--- src/sv/ur_alarm_pkg.sv ---
// Shared constants, item kinds and the divide-by-33 helper for the ranger alarm.
`default_nettype none
package ur_alarm_pkg;

  typedef enum logic {
    KIND_TICK    = 1'b0,
    KIND_CAPTURE = 1'b1
  } kind_e;

  // register indexes on the config port, taken from paddr[2]
  localparam logic REG_TRIGGER_PERIOD = 1'b0;
  localparam logic REG_RELEASE_COUNT  = 1'b1;

  localparam logic [15:0] TRIGGER_PERIOD_RST = 16'd1500;
  localparam logic [7:0]  RELEASE_COUNT_RST  = 8'd10;

  // echo ticks for 200 mm and 50 mm
  localparam logic [15:0] NEAR_LIMIT  = 16'd16500;
  localparam logic [15:0] CLOSE_LIMIT = 16'd4125;

  localparam logic [12:0] DUTY_MAX  = 13'd5999;
  localparam logic [13:0] DUTY_BASE = 14'd7999;
  localparam logic [12:0] DUTY_IDLE = 13'd1;

  // floor(x/33) for x < 2**19: multiply by ceil(2**24/33), exact over that range
  localparam int          DIV33_SHIFT = 24;
  localparam logic [18:0] DIV33_MULT  = 19'd508401;

  function automatic logic [13:0] div33(input logic [18:0] x);
    logic [37:0] prod;
    prod = {19'd0, x} * {19'd0, DIV33_MULT};
    return prod[DIV33_SHIFT +: 14];
  endfunction

endpackage
`default_nettype wire

--- src/sv/ultrasonic_ranger_proximity_alarm.sv ---
// Ultrasonic ranger with proximity buzzer: trigger timing, echo pairing, distance and duty.
//
//  channel   dir  handshake                 payload
//  s_axis    in   tvalid/tready             tdata: capture_value; tuser: kind
//  m_axis    out  tvalid/tready             tdata: trigger, echo_ticks, distance, duty
//  apb       in   psel/penable/pwrite       paddr, pwdata, prdata; pready tied high
//
// One word per cycle while m_axis is ready. A word is held in the input register, then the
// state update and the result (one constant multiply by 1/33 per path) are registered
// together into the output register.
// Reset (rst_ni low, async) clears all tracking state and loads the register defaults.
// A stall on m_axis holds the output; the input register still takes one more word.
`default_nettype none
module ultrasonic_ranger_proximity_alarm (
  input  wire logic        clk_i,
  input  wire logic        rst_ni,
  input  wire logic        s_axis_tvalid,
  output logic             s_axis_tready,
  input  wire logic [15:0] s_axis_tdata,  // [15:0] capture_value
  input  wire logic        s_axis_tuser,  // [0] kind
  output logic             m_axis_tvalid,
  input  wire logic        m_axis_tready,
  // [0] trigger, [16:1] echo_ticks, [29:17] distance_tenths_mm, [42:30] alarm_duty,
  // [47:43] zero
  output logic [47:0]      m_axis_tdata,
  input  wire logic        psel,
  input  wire logic        penable,
  input  wire logic        pwrite,
  input  wire logic [2:0]  paddr,
  input  wire logic [31:0] pwdata,
  output logic [31:0]      prdata,
  output logic             pready
);

  // configuration
  logic [15:0] period_q;
  logic [7:0]  rel_count_q;
  logic        cfg_wr;

  assign pready = 1'b1;
  assign cfg_wr = psel && penable && pwrite && pready;

  always_ff @(posedge clk_i or negedge rst_ni) begin
    if (!rst_ni) begin
      period_q    <= ur_alarm_pkg::TRIGGER_PERIOD_RST;
      rel_count_q <= ur_alarm_pkg::RELEASE_COUNT_RST;
    end else if (cfg_wr) begin
      case (paddr[2])
        ur_alarm_pkg::REG_TRIGGER_PERIOD: period_q    <= pwdata[15:0];
        ur_alarm_pkg::REG_RELEASE_COUNT:  rel_count_q <= pwdata[7:0];
        default: ;
      endcase
    end
  end

  always_comb begin
    case (paddr[2])
      ur_alarm_pkg::REG_TRIGGER_PERIOD: prdata = {16'd0, period_q};
      ur_alarm_pkg::REG_RELEASE_COUNT:  prdata = {24'd0, rel_count_q};
      default:                          prdata = 32'd0;
    endcase
  end

  // pipeline control
  logic in_v_q, out_v_q;
  logic adv, in_ready, fire;

  assign adv           = !out_v_q || m_axis_tready;
  assign in_ready      = !in_v_q || adv;
  assign fire          = in_v_q && adv;
  assign s_axis_tready = in_ready;
  assign m_axis_tvalid = out_v_q;

  // input register
  ur_alarm_pkg::kind_e in_kind_q;
  logic [15:0]         in_cap_q;

  always_ff @(posedge clk_i or negedge rst_ni) begin
    if (!rst_ni) begin
      in_v_q <= 1'b0;
    end else if (in_ready) begin
      in_v_q <= s_axis_tvalid;
    end
  end

  always_ff @(posedge clk_i) begin
    if (s_axis_tvalid && in_ready) begin
      in_kind_q <= ur_alarm_pkg::kind_e'(s_axis_tuser);
      in_cap_q  <= s_axis_tdata;
    end
  end

  // tracking state
  logic [15:0] cnt_q, cnt_d;
  logic        trig_q, trig_d;
  logic        armed_q, armed_d;
  logic        wait_q, wait_d;
  logic [15:0] start_q, start_d;
  logic [15:0] end_q, end_d;
  logic [15:0] echo_q, echo_d;
  logic [7:0]  rel_q, rel_d;
  logic [12:0] duty_q, duty_d;

  logic        is_tick;
  logic        near, close;
  logic [18:0] drop_num;
  logic [13:0] drop;
  logic [12:0] duty_calc;
  logic [13:0] dist_full;

  assign is_tick   = (in_kind_q == ur_alarm_pkg::KIND_TICK);
  assign near      = echo_q < ur_alarm_pkg::NEAR_LIMIT;
  assign close     = echo_q < ur_alarm_pkg::CLOSE_LIMIT;
  // ceil(d*16/33) = floor((16d+32)/33); only used while d < 16500, so 15 bits of d suffice
  assign drop_num  = {echo_q[14:0], 4'b0000} + 19'd32;
  assign drop      = ur_alarm_pkg::div33(drop_num);
  assign duty_calc = (drop > ur_alarm_pkg::DUTY_BASE) ? 13'd0
                                                      : 13'(ur_alarm_pkg::DUTY_BASE - drop);

  always_comb begin
    cnt_d   = cnt_q;
    trig_d  = trig_q;
    armed_d = armed_q;
    wait_d  = wait_q;
    start_d = start_q;
    end_d   = end_q;
    rel_d   = rel_q;
    duty_d  = duty_q;
    if (is_tick) begin
      cnt_d = (cnt_q < period_q) ? cnt_q + 16'd1 : 16'd0;
      if (near) begin
        rel_d  = 8'd0;
        duty_d = close ? ur_alarm_pkg::DUTY_MAX : duty_calc;
      end else if (rel_q == rel_count_q) begin
        rel_d  = 8'd0;
        duty_d = ur_alarm_pkg::DUTY_IDLE;
      end else begin
        rel_d = rel_q + 8'd1;
      end
      if (cnt_d == 16'd0) begin
        trig_d = 1'b1;
      end else if (trig_q) begin
        trig_d  = 1'b0;
        armed_d = 1'b1;
      end
    end else begin
      if (wait_q) begin
        end_d  = in_cap_q;
        wait_d = 1'b0;
      end else if (armed_q) begin
        start_d = in_cap_q;
        armed_d = 1'b0;
        wait_d  = 1'b1;
      end
    end
    echo_d = is_tick ? echo_q : start_d - end_d;
  end

  assign dist_full = ur_alarm_pkg::div33({1'b0, echo_d, 2'b00});

  always_ff @(posedge clk_i or negedge rst_ni) begin
    if (!rst_ni) begin
      cnt_q   <= '0;
      trig_q  <= 1'b0;
      armed_q <= 1'b0;
      wait_q  <= 1'b0;
      start_q <= '0;
      end_q   <= '0;
      echo_q  <= '0;
      rel_q   <= '0;
      duty_q  <= '0;
      out_v_q <= 1'b0;
    end else begin
      if (fire) begin
        cnt_q   <= cnt_d;
        trig_q  <= trig_d;
        armed_q <= armed_d;
        wait_q  <= wait_d;
        start_q <= start_d;
        end_q   <= end_d;
        echo_q  <= echo_d;
        rel_q   <= rel_d;
        duty_q  <= duty_d;
      end
      if (adv) begin
        out_v_q <= in_v_q;
      end
    end
  end

  // result register
  logic [47:0] out_data_q;

  always_ff @(posedge clk_i) begin
    if (fire) begin
      out_data_q <= {5'd0, duty_d, dist_full[12:0], echo_d, (cnt_d == 16'd0)};
    end
  end

  assign m_axis_tdata = out_data_q;

`ifndef SYNTHESIS
  a_out_hold: assert property (@(posedge clk_i) disable iff (!rst_ni)
    (m_axis_tvalid && !m_axis_tready) |=> (m_axis_tvalid && $stable(m_axis_tdata)))
    else $error("result word changed while stalled");

  a_trig_cnt_zero: assert property (@(posedge clk_i) disable iff (!rst_ni)
    trig_q |-> (cnt_q == 16'd0))
    else $error("trigger flag set with nonzero tick counter");

  a_duty_range: assert property (@(posedge clk_i) disable iff (!rst_ni)
    duty_q <= ur_alarm_pkg::DUTY_MAX)
    else $error("duty above maximum");

  a_in_capture: assert property (@(posedge clk_i) disable iff (!rst_ni)
    (s_axis_tvalid && s_axis_tready) |=> in_v_q)
    else $error("accepted word not held in input register");
`endif

endmodule
`default_nettype wire

--- config.mk ---
export PLATFORM = sky130hd
export DESIGN_NAME = ultrasonic_ranger_proximity_alarm
export DESIGN_NICKNAME = d
export VERILOG_FILES = /design/src/sv/ur_alarm_pkg.sv /design/src/sv/ultrasonic_ranger_proximity_alarm.sv
export SDC_FILE = /design/constraint.sdc
export NUM_CORES = 1
export LEC_CHECK = 0
export ABC_AREA = 1
export BUFFER_PORTS_ARGS = -buffer_cell sky130_fd_sc_hd__buf_4
export CORE_ASPECT_RATIO = 1.5
export CORE_MARGIN = 4
export CORE_UTILIZATION = 47
export DETAILED_ROUTE_END_ITERATION = 10
export GPL_ROUTABILITY_DRIVEN = 1
export GPL_TIMING_DRIVEN = 1
export PLACE_DENSITY = 0.68
export SLEW_MARGIN = 20
export SYNTH_ARGS = -nofsm -noshare
export SYNTH_HDL_FRONTEND = slang
export SYNTH_SLANG_ARGS = --single-unit
--- constraint.sdc ---
create_clock -name clk_i -period 7.2 [get_ports clk_i]
set_input_delay 0.72 -clock clk_i [delete_from_list [all_inputs] [get_ports clk_i]]
set_output_delay 0.72 -clock clk_i [all_outputs]
set_load 0.02 [all_outputs]
# [Yosys cells after proc, flatten, opt, wreduce, memory -nomap -nowiden]
# Cells that the tools add are included.
# W data, S select, Z words.
[classes] add_sub_neg=5 multipliers=2 n_lt_le_gt_ge=4 n_eq_ne=3 muxes=23 n_bitwise=2 n_reduce_logical=16
[ops] operator="$mux W16" n=8
[ops] operator="$mux W13" n=5
[ops] operator="$pmux W32 S2" n=1
[ops] operator="$mul A19 B19 Y38 const B" n=1
[ops] operator="$mul A16 B19 Y35 const B" n=1
[ops] operator="$logic_not A16 Y1" n=2
[ops] operator="$add A19 B6 Y19 const B" n=1
[ops] operator="$add A16 B1 Y16 const B" n=1
[ops] operator="$lt A16 B13 Y1 const B" n=1
[ops] operator="$lt A16 B15 Y1 const B" n=1
[ops] operator="$lt A16 B16 Y1" n=1
[ops] operator="$mux W8" n=2
[ops] operator="$sub A16 B16 Y16" n=1
[ops] operator="$gt A14 B13 Y1 const B" n=1
[ops] operator="$sub A13 B13 Y13 const A" n=1
[ops] operator="$add A8 B1 Y8 const B" n=1
[ops] operator="$eq A8 B8 Y1" n=1
[ops] operator="$reduce_and A2 Y1" n=4
[ops] operator="$mux W1" n=7
[ops] operator="$logic_and A1 B1 Y1" n=4
[ops] operator="$ne A2 B2 Y1 const B" n=2
[ops] operator="$reduce_and A4 Y1" n=1
[ops] operator="$logic_not A1 Y1" n=2
[ops] operator="$logic_or A1 B1 Y1" n=2
[ops] operator="other kinds (2)" n=3
[totals] reg_bits=174 inputBits=59 out_inout_bits=83 word_cells=71

# [Longest topological paths before layout]
# Gate-level depths: netlist of the first run.
[depth] ltp_word=7 mapped_depth=48 mapped_depth_nobuf=47

# [Least setup slack after synthesis of the first run]
# Ideal clock, no wire load.
[synth_path] path_kind="register to register" start="register in_kind_q" end="register out_data_q[24] (netlist: m_axis_tdata[24]), data pin" setup_time_ps=260 arrival_time_ps=7551 required_time_ps=6940 setup_slack_ps=-611 stages_incl_launch_ff=37 path_buffers=2 period_less_slack_ps=7811 cell_sequence="edfxtp_1 > nand2_4 > buf_6 > clkbuf_1 > mux2i_1 > ha_1 > nand2_1 > o21ai_0 > nand2_1 > o21ai_2 > nand2_1 > nand2_2 > a21oi_2 > o21ai_1 > xor2_1 > nand2_1 > nand2_1 > inv_1 > fa_1 > fa_1 > inv_1 > fa_1 > inv_1 > fa_1 > inv_1 > fa_1 > fa_1 > inv_1 > ha_1 > a21oi_1 > inv_1 > a21oi_1 > o221ai_1 > a21o_1 > a21oi_1 > nand2_1 > xor2_1"
[synth_via] elab_chain_len=4 word_cells_on_any_way=5 cone_classes="add/sub (1); mul (1); mux (3)"
[synth_lines] item="start, declared" line_no="ultrasonic_ranger_proximity_alarm.sv:75" rtl="ur_alarm_pkg::kind_e in_kind_q;"
[synth_lines] item="start signal, assigned" line_no="ultrasonic_ranger_proximity_alarm.sv:88" rtl="in_kind_q <= ur_alarm_pkg::kind_e'(s_axis_tuser);"
[synth_lines] item="$mux W16" line_no="ultrasonic_ranger_proximity_alarm.sv:129" rtl="if (is_tick) begin"
[synth_lines] item="$sub A16 B16 Y16" line_no="ultrasonic_ranger_proximity_alarm.sv:156" rtl="echo_d = is_tick ? echo_q : start_d - end_d;"
[synth_lines] item="$mux W16 (*)" line_no="ultrasonic_ranger_proximity_alarm.sv:156"
[synth_lines] item="via echo_d[13]" line_no="ultrasonic_ranger_proximity_alarm.sv:100" rtl="logic [15:0] echo_q, echo_d;"
[synth_lines] item="$mul A16 B19 Y35 (*)" line_no="ur_alarm_pkg.sv:31" rtl="prod = {19'd0, x} * {19'd0, DIV33_MULT};"
[synth_lines] item="via dist_full[7]" line_no="ultrasonic_ranger_proximity_alarm.sv:109" rtl="logic [13:0] dist_full;"
[synth_lines] item="end signal, assigned" line_no="ultrasonic_ranger_proximity_alarm.sv:196" rtl="out_data_q <= {5'd0, duty_d, dist_full[12:0], echo_d, (cnt_d == 16'd0)};"
[synth_lines] item="end, declared" line_no="ultrasonic_ranger_proximity_alarm.sv:192" rtl="logic [47:0] out_data_q;"
# The timed path passes the listed nets; every way through them passes the cells marked *.
# A chain may end at the register's enable or synchronous reset.

# [Final worst setup path of the first run]
[layout_path] start="register wait_q" end="register out_data_q[23] (netlist: m_axis_tdata[23]), data pin"
[layout_via] elab_chain_len=5 word_cells_on_any_way=7 cone_classes="add/sub (1); mul (1); mux (5)"
[layout_lines] item="start, declared" line_no="ultrasonic_ranger_proximity_alarm.sv:97" rtl="logic wait_q, wait_d;"
[layout_lines] item="start signal, assigned" line_no="ultrasonic_ranger_proximity_alarm.sv:178" rtl="wait_q <= wait_d;"
[layout_lines] item="$mux W16" line_no="ultrasonic_ranger_proximity_alarm.sv:147" rtl="if (wait_q) begin"
[layout_lines] item="$mux W16" line_no="ultrasonic_ranger_proximity_alarm.sv:129"
[layout_lines] item="via start_d[9]" line_no="ultrasonic_ranger_proximity_alarm.sv:98" rtl="logic [15:0] start_q, start_d;"
[layout_lines] item="$sub A16 B16 Y16" line_no="ultrasonic_ranger_proximity_alarm.sv:156"
[layout_lines] item="$mux W16" line_no="ultrasonic_ranger_proximity_alarm.sv:156"
[layout_lines] item="$mul A16 B19 Y35" line_no="ur_alarm_pkg.sv:31"
[layout_lines] item="via dist_full[6]" line_no="ultrasonic_ranger_proximity_alarm.sv:109"
# The timed path passes the listed nets, and every way through them passes these cells.

==> results of run 1 <==
==> critical path: cells and delay by family (launching register included) <==
family	cells	cell delay, ns
flip-flops	1	0.39
XOR/XNOR	1	0.06
AO/OA/AOI/OAI	5	0.93
AND/OR/NAND/NOR	10	1.32
buffers and inverters	7	0.79
adder cells (fa/ha/maj)	8	3.62
==> flip-flops by register name, summed over array words and instances (netlist names), 13 cells and up <==
register / count
m_axis_tdata: 43
echo_q: 16
end_q: 16
period_q: 16
duty_q: 13
in_cap_q: 16
cnt_q: 16
start_q: 16
==> stage by stage <==
stage	utilization, %	hold WS [ns]	setup TNS [ns]
6_report	61.8	0.302	-1.14
5_1_grt	61.8	0.350	-5.50
4_1_cts	59.3	0.316	-0.0871
3_5_place_dp	55.8	0.466	-10.66
3_3_place_gp	55.8	0.462	-6.31
2_1_floorplan	-	0.424	-0.0110
==> kinds of logic after synthesis <==
logic type / after synthesis / synth area share, %
mux: 11 / 0.558
simple gates: 807 / 17.0
other cells: 2 / 0.0381
xor+xnor: 69 / 3.14
buf+inv: 615 / 12.2
compound gates: 334 / 9.49
flops: 174 / 23.7
fa+ha+maj: 439 / 33.9
==> per-layer routing <==
metal / part of all wire, % / track usage (%)
met1: 35 / 24.8
met2: 55 / 49.3
met3: 2.4 / 2.95
met4: 7.9 / 16.8
met5: 0 / 0
==> Yosys cell counts (3+ instances only) <==
master	instances	share of area, %
o21ai_2	9	0.40
inv_1	546	10
edfxtp_1	60	9.1
nand4_1	23	0.73
nand2_2	5	0.16
clkbuf_1	32	0.61
dfstp_2	9	1.2
a22oi_1	5	0.19
a21oi_1	109	2.8
o21ai_1	4	0.10
nor3_1	26	0.66
nor2_1	159	3.0
a221oi_1	3	0.13
nor2_2	3	0.095
mux2i_1	11	0.56
nand2_1	487	9.3
or2_2	3	0.095
inv_2	4	0.076
nor4_1	5	0.16
dfrtp_1	105	13
fa_1	159	16
a21o_1	4	0.15
a21boi_0	3	0.11
o21bai_1	9	0.34
nand3_2	3	0.15
o221ai_1	3	0.13
nand3b_1	3	0.11
o21a_1	3	0.11
a31oi_1	5	0.16
buf_1	4	0.076
and3_1	4	0.13
ha_1	280	18
xor2_1	46	2.0
xnor2_1	21	0.93
buf_4	22	0.84
buf_2	3	0.076
nand3_1	77	2.0
o21ai_0	161	4.1
==> layout make-up <==
| class | count | area share [%] |
|---|---|---|
| multi-input cells | 1683 | 55.9 |
| flip-flops and latches | 174 | 18.3 |
| repair buffers | 412 | 12.7 |
| inverters | 551 | 8.10 |
| well taps | 558 | 2.73 |
| clock buffers | 20 | 1.88 |
| clock inverters | 12 | 0.465 |
==> worst min path at each step <==
stage	cells past startpoint	slack (ns)	start	to
after floorplan	0	0.42	rst_ni	armed_q
after global placement	2	0.46	start_q[14]	start_q[14]
after detailed placement	2	0.47	duty_q[9]	duty_q[9]
after CTS	1	0.32	rst_ni	rel_count_q[0]
after global routing	1	0.35	rst_ni	rel_count_q[4]
final	1	0.30	rst_ni	rel_count_q[4]
==> cell usage in the layout, fill, tap and decap left out, drive strengths merged, types with 2 or more instances in the layout <==
cell type	count
o21ai	176
nor4	5
nand4	23
nand3	82
o211ai	2
and3	4
a21boi	3
dfstp	9
conb	22
a31oi	5
o21bai	9
clkbuf	20
nand2	494
ha	280
nor2	163
fa	159
edfxtp	60
a21o	4
a221oi	3
a211oi	2
and2	2
o21a	4
nor3	26
a21oi	111
xor2	47
o2111ai	2
o22ai	2
or2	3
o221ai	3
buf	411
clkinv	6
inv	556
dfrtp	105
nand3b	3
xnor2	22
a22oi	5
mux2i	11
==> what timing repair did <==
item	in CTS	in global routing
gates cloned	3	0
setup buffers	23	15
pin swaps	64	103
gates resized for setup	128	218
setup endpoints to repair	39	39
==> impl_metrics.csv, run 1 <==
group,metric,value,unit
run_status,outcome,"complete, but fails checks",
run_status,violations,"setup timing",
route,dr_total_vias,17400,
timing,worst_slew_pin_slew,0.925,ns
timing,finalWorstSetupSlack,-0.154,ns
floorplanning,start_util,47.7,%
floorplanning,fp.dieH,259,um
route,avgViaCountPerCell,5.10,
setup_path,worstRegToRegCells,31,
synthesis,syn_avg_cell_area,8.05,sq um
setup_path,start_kind,"register",
grt,antenna_found_initial,0,
cells_and_area,seq_area,0.00467,sq mm
cells_and_area,syn2layout_area_growth,29.6,%
place,dpl_worst_slack,-0.501,ns
setup_path,critPathMaxFanout,6,
grt,grt_pass1_vias,18400,
timing,setup_violations,11,
timing,slew_violations,0,
grt,grt_util_all_layers,25.4,%
setup_path,r2r_end,"m_axis_tdata[23]",
timing,max_freq,0.136,GHz
cells_and_area,diodes,0,
timing,clock_skew,0.0155,ns
clock_network,cts_hold_buf,0,
synthesis,ys_seq_area_share,23.7,%
floorplanning,ios,142,
setup_path,crit_path_end_kind,"register",
timing,rsz0062_at_grt,"yes",
synthesis,synth_warnings,0,
cells_and_area,nets,3337,
timing,finalCritPeriodShare,102,%
setup_path,critPathMaxStageDelay,0.55,ns
setup_path,startpoint,"wait_q",
place,placedInstanceArea,0.0231,sq mm
clock_network,tritoncts,"done",
grt,grt_pass1_wl,90700,um
place,dpl.hpwl,45700,um
route,first_pass_iters,5,
setup_path,reg2reg_from,"wait_q",
job,drv_cap,0,
floorplanning,die_w,175,um
setup_path,arrival,7.57,ns
cells_and_area,final_cell_count_no_fill,3410,
clock_network,cts.path.max_buffers,2,
place,port_buffers,101,
synthesis,netlist_instances,2451,
floorplanning,coreArea,0.0413,sq mm
cells_and_area,layout-drive-gt1-share,26.8,%
grt,grt_max_degree,83,
synthesis,async_flop_share,65.5,%
setup_path,slowest_stage,"fa_1",
clock_network,clk_pin_slew,0.08,ns
hold_path,hp-class,"input pin to asynchronous set/reset pin",
cells_and_area,multi_input_area,0.0143,sq mm
timing,final-hold-violation-count,0,
setup_path,crit_end,"m_axis_tdata[23]",
grt,grt.overflow.total,0,
floorplanning,die-area,0.0454,sq mm
synthesis,ys.flop_type,"dfrtp_1",
clock_network,cts_made_buffers,17,
setup_path,rrSetupSlack,-0.15,ns
clock_network,cts_sinks,174,
cells_and_area,num-fill-cells,3471,
synthesis,synth_cell_types,62,
synthesis,synth_area,0.0197,sq mm
floorplanning,rows,91,
route,drt-total-wl,58100,um
setup_path,path_common_cell,"fa_1",
setup_path,crit_required,7.42,ns
place,routabilityCongestion,0.991,
route,drt_iter0_drc,883,
route,ant_nets,0,
place,dp_cells,3338,
clock_network,cts-root-buf,"clkbuf_16",
setup_path,path_class,"register to register",
route,wl_per_cell,17.0,um
synthesis,synth_seq_cells,174,
route,drc,0,
clock_network,clock_latency,0.46,ns
timing,fin_crit,7.35,ns
clock_network,cts-htree-levels,4,
timing,slew_headroom,38.1,%
synthesis,synth_edf_count,60,
cells_and_area,fin_area,0.0256,sq mm
Power of run 1 is left out: the tool's default activity adds up to more than one toggle a clock period on the data nets, which glitch-free logic cannot reach.
==> inputs of run 2 (changes only) <==
--- a/config.mk
+++ b/config.mk
@@ -5,15 +5,16 @@
 export SDC_FILE = /design/constraint.sdc
 export NUM_CORES = 1
 export LEC_CHECK = 0
-export ABC_AREA = 1
 export BUFFER_PORTS_ARGS = -buffer_cell sky130_fd_sc_hd__buf_4
 export CORE_ASPECT_RATIO = 1.5
 export CORE_MARGIN = 4
 export CORE_UTILIZATION = 47
+export CTS_CLUSTER_SIZE = 40
 export DETAILED_ROUTE_END_ITERATION = 10
 export GPL_ROUTABILITY_DRIVEN = 1
 export GPL_TIMING_DRIVEN = 1
 export PLACE_DENSITY = 0.68
+export RECOVER_POWER = 50
 export SLEW_MARGIN = 20
 export SYNTH_ARGS = -nofsm -noshare
 export SYNTH_HDL_FRONTEND = slang
==> run 2 against run 1 <==
Compared with the run above: first-iteration DRC count down 37%; sequential cell count unchanged; cell area decreased by 10%; register-to-register slack worse by 0.77 ns; routed wire length fell by 19%; largest cell class unchanged; the flow finishes with violations (capacitance limit, slew limit, setup timing); maximum frequency fell by 9.4%.
==> impl_metrics.csv, run 2 <==
group,metric,value,unit
run_status,violations,"capacitance limit, slew limit, setup timing",
cells_and_area,final_common_cell,"inv_1",
clock_network,tritoncts,"done",
grt,grt_util_all_layers,22.7,%
grt,antenna_found_initial,0,
synthesis,ys.flop_type,"dfrtp_1",
setup_path,crit_required,7.39,ns
synthesis,synth_cell_types,75,
place,dpl.hpwl,38200,um
cells_and_area,diodes,0,
place,routabilityCongestion,0.923,
clock_network,clock_latency,0.46,ns
timing,fin_crit,8.12,ns
route,drc,0,
timing,slew_headroom,-150,%
clock_network,cts-root-buf,"clkbuf_16",
route,ant_nets,0,
route,dr_total_vias,14400,
synthesis,yosys.area.top_type,"ha_1",
cells_and_area,nets,2722,
synthesis,synth_edf_count,60,
synthesis,synth.most_common_cell,"inv_1",
timing,setup_tns,-10.95,ns
clock_network,cts_made_buffers,17,
cells_and_area,num-fill-cells,3157,
route,drt-total-wl,47100,um
cells_and_area,largest_reg_flops,43,
setup_path,critPathBufInv,5,
route,wl_per_cell,17.2,um
floorplanning,ios,142,
timing,worst_slew_pin_slew,3.75,ns
timing,final-hold-violation-count,0,
timing,rsz0062_at_grt,"yes",
cells_and_area,syn2layout_area_growth,24.4,%
grt,grt_pass1_wl,78000,um
setup_path,slowest_stage,"fa_2",
job,drv_cap,3,
route,avgViaCountPerCell,5.27,
cells_and_area,layout_common_cells,"inv_1 (332), buf_4 (311), ha_1 (260)",
grt,grt_max_degree,68,
synthesis,synth_warnings,0,
floorplanning,rows,88,
setup_path,arrival,8.31,ns
run_status,outcome,"complete, but fails checks",
floorplanning,coreArea,0.0386,sq mm
synthesis,yosysTopAreaCellShare,19.0,%
setup_path,crit_family,"adder cells",
grt,grt.overflow.total,0,
setup_path,rrSetupSlack,-0.92,ns
synthesis,synth_area,0.0185,sq mm
setup_path,start_kind,"register",
synthesis,async_flop_share,65.5,%
route,drt_iter0_drc,557,
route,first_pass_iters,5,
clock_network,cts-htree-levels,4,
synthesis,syn_avg_cell_area,9.94,sq um
floorplanning,die-area,0.0426,sq mm
synthesis,yosys-top-cells-area,"ha_1 (19%), fa_1 (17%), dfrtp_1 (14%)",
place,port_buffers,101,
clock_network,cts_sinks,174,
clock_network,cts.path.max_buffers,2,
timing,max_freq,0.123,GHz
timing,finalWorstSetupSlack,-0.921,ns
synthesis,synth_seq_cells,174,
timing,slew_violations,172,
floorplanning,die_w,170,um
setup_path,crit_path_end_kind,"register",
floorplanning,start_util,47.8,%
cells_and_area,layout-drive-gt1-share,25.8,%
timing,clock_skew,0.0222,ns
floorplanning,fp.dieH,251,um
synthesis,netlist_instances,1858,
clock_network,cts_hold_buf,0,
grt,grt_pass1_vias,15600,
setup_path,critPathMaxStageDelay,0.63,ns
clock_network,clk_pin_slew,0.08,ns
setup_path,critPathMaxFanout,4,
hold_path,hp-class,"input pin to register",
timing,finalCritPeriodShare,113,%
timing,setup_violations,31,
setup_path,path_class,"register to register",
synthesis,synth_commonest_cells,"inv_1 (351), ha_1 (280), fa_1 (159)",
synthesis,ys_seq_area_share,25.3,%
## run 2: cell count changes after synthesis, sizes merged, moves of 12 or more
cell    change
nand2     -368
inv       -199
o21ai      -87
nor2       -82
mux2       +58
nand3      -53
xnor2      +44
a21o       +39
a21oi      -39
a221o      +20
and3       +17
xor2       -14
nand2b     +12
## run 2: through the flow
step	worst slack [ns]	hold WS [ns]	util (%)	cell area, sq um	std cells
after floorplan	-0.844	0.424	-	18900	1878
after global placement	-0.847	0.452	56.5	21800	2668
after detailed placement	-1.06	0.460	56.5	21800	2668
after CTS	-0.930	0.408	59.0	22800	2718
after global routing	-1.31	0.442	59.5	23000	2732
final	-0.921	0.458	59.5	23000	2732
## run 2: area by class of cell
| class | instances | area (sq um) | share of cell area, % |
|---|---|---|---|
| clock buffers | 20 | 479 | 2.09 |
| clock inverters | 12 | 118 | 0.512 |
| flip-flops and latches | 174 | 4670 | 20.3 |
| multi-input cells | 1296 | 13000 | 56.7 |
| inverters | 351 | 1320 | 5.76 |
| well taps | 495 | 619 | 2.70 |
| repair buffers | 384 | 2740 | 11.9 |
## run 2: routing by layer
layer | wire [um] | track usage [%] | up-vias
met1 | 17900 | 25.8 | 7080
li1 | - | - | 6896
met4 | 1850 | 9.07 | 0
met2 | 25900 | 42.7 | 325
met3 | 1440 | 2.47 | 102
met5 | 0 | 0 | -
## run 2: kinds of logic (layout without fill, tap and decap cells)
group                      count (synthesis)  after routing  synth area share (%)
adders and majority gates                439            439                  36.2
buffers and inverters                    410            767                  8.90
and+or+nand+nor                          351            351                  9.05
AOI/OAI and AO/OA                        303            305                  11.0
DFF                                      174            174                  25.3
xor gates and xnor gates                  99             99                  4.84
muxes                                     80             80                  4.73
other                                      2             22                0.0407
## run 2: final timing paths
| check | from | to | cells after the start |
|---|---|---|---|
| max in group asynchronous | rst_ni | cnt_q[15] | 2 |
| max | armed_q | m_axis_tdata[28] | 33 |
| min | s_axis_tdata[7] | in_cap_q[7] | 1 |
| max reg2reg | armed_q | m_axis_tdata[28] | 33 |
| min reg2reg | start_q[10] | start_q[10] | 2 |
| min in group asynchronous | rst_ni | period_q[12] | 1 |
## run 2: timing repair
item | CTS | global route
cloned | 2 | 0
gates resized for setup | 46 | 53
endpoints found under the setup margin | 38 | 39
pin swaps | 42 | 59
buffers inserted | 19 | 17
Power of run 2 is left out for the same reason.
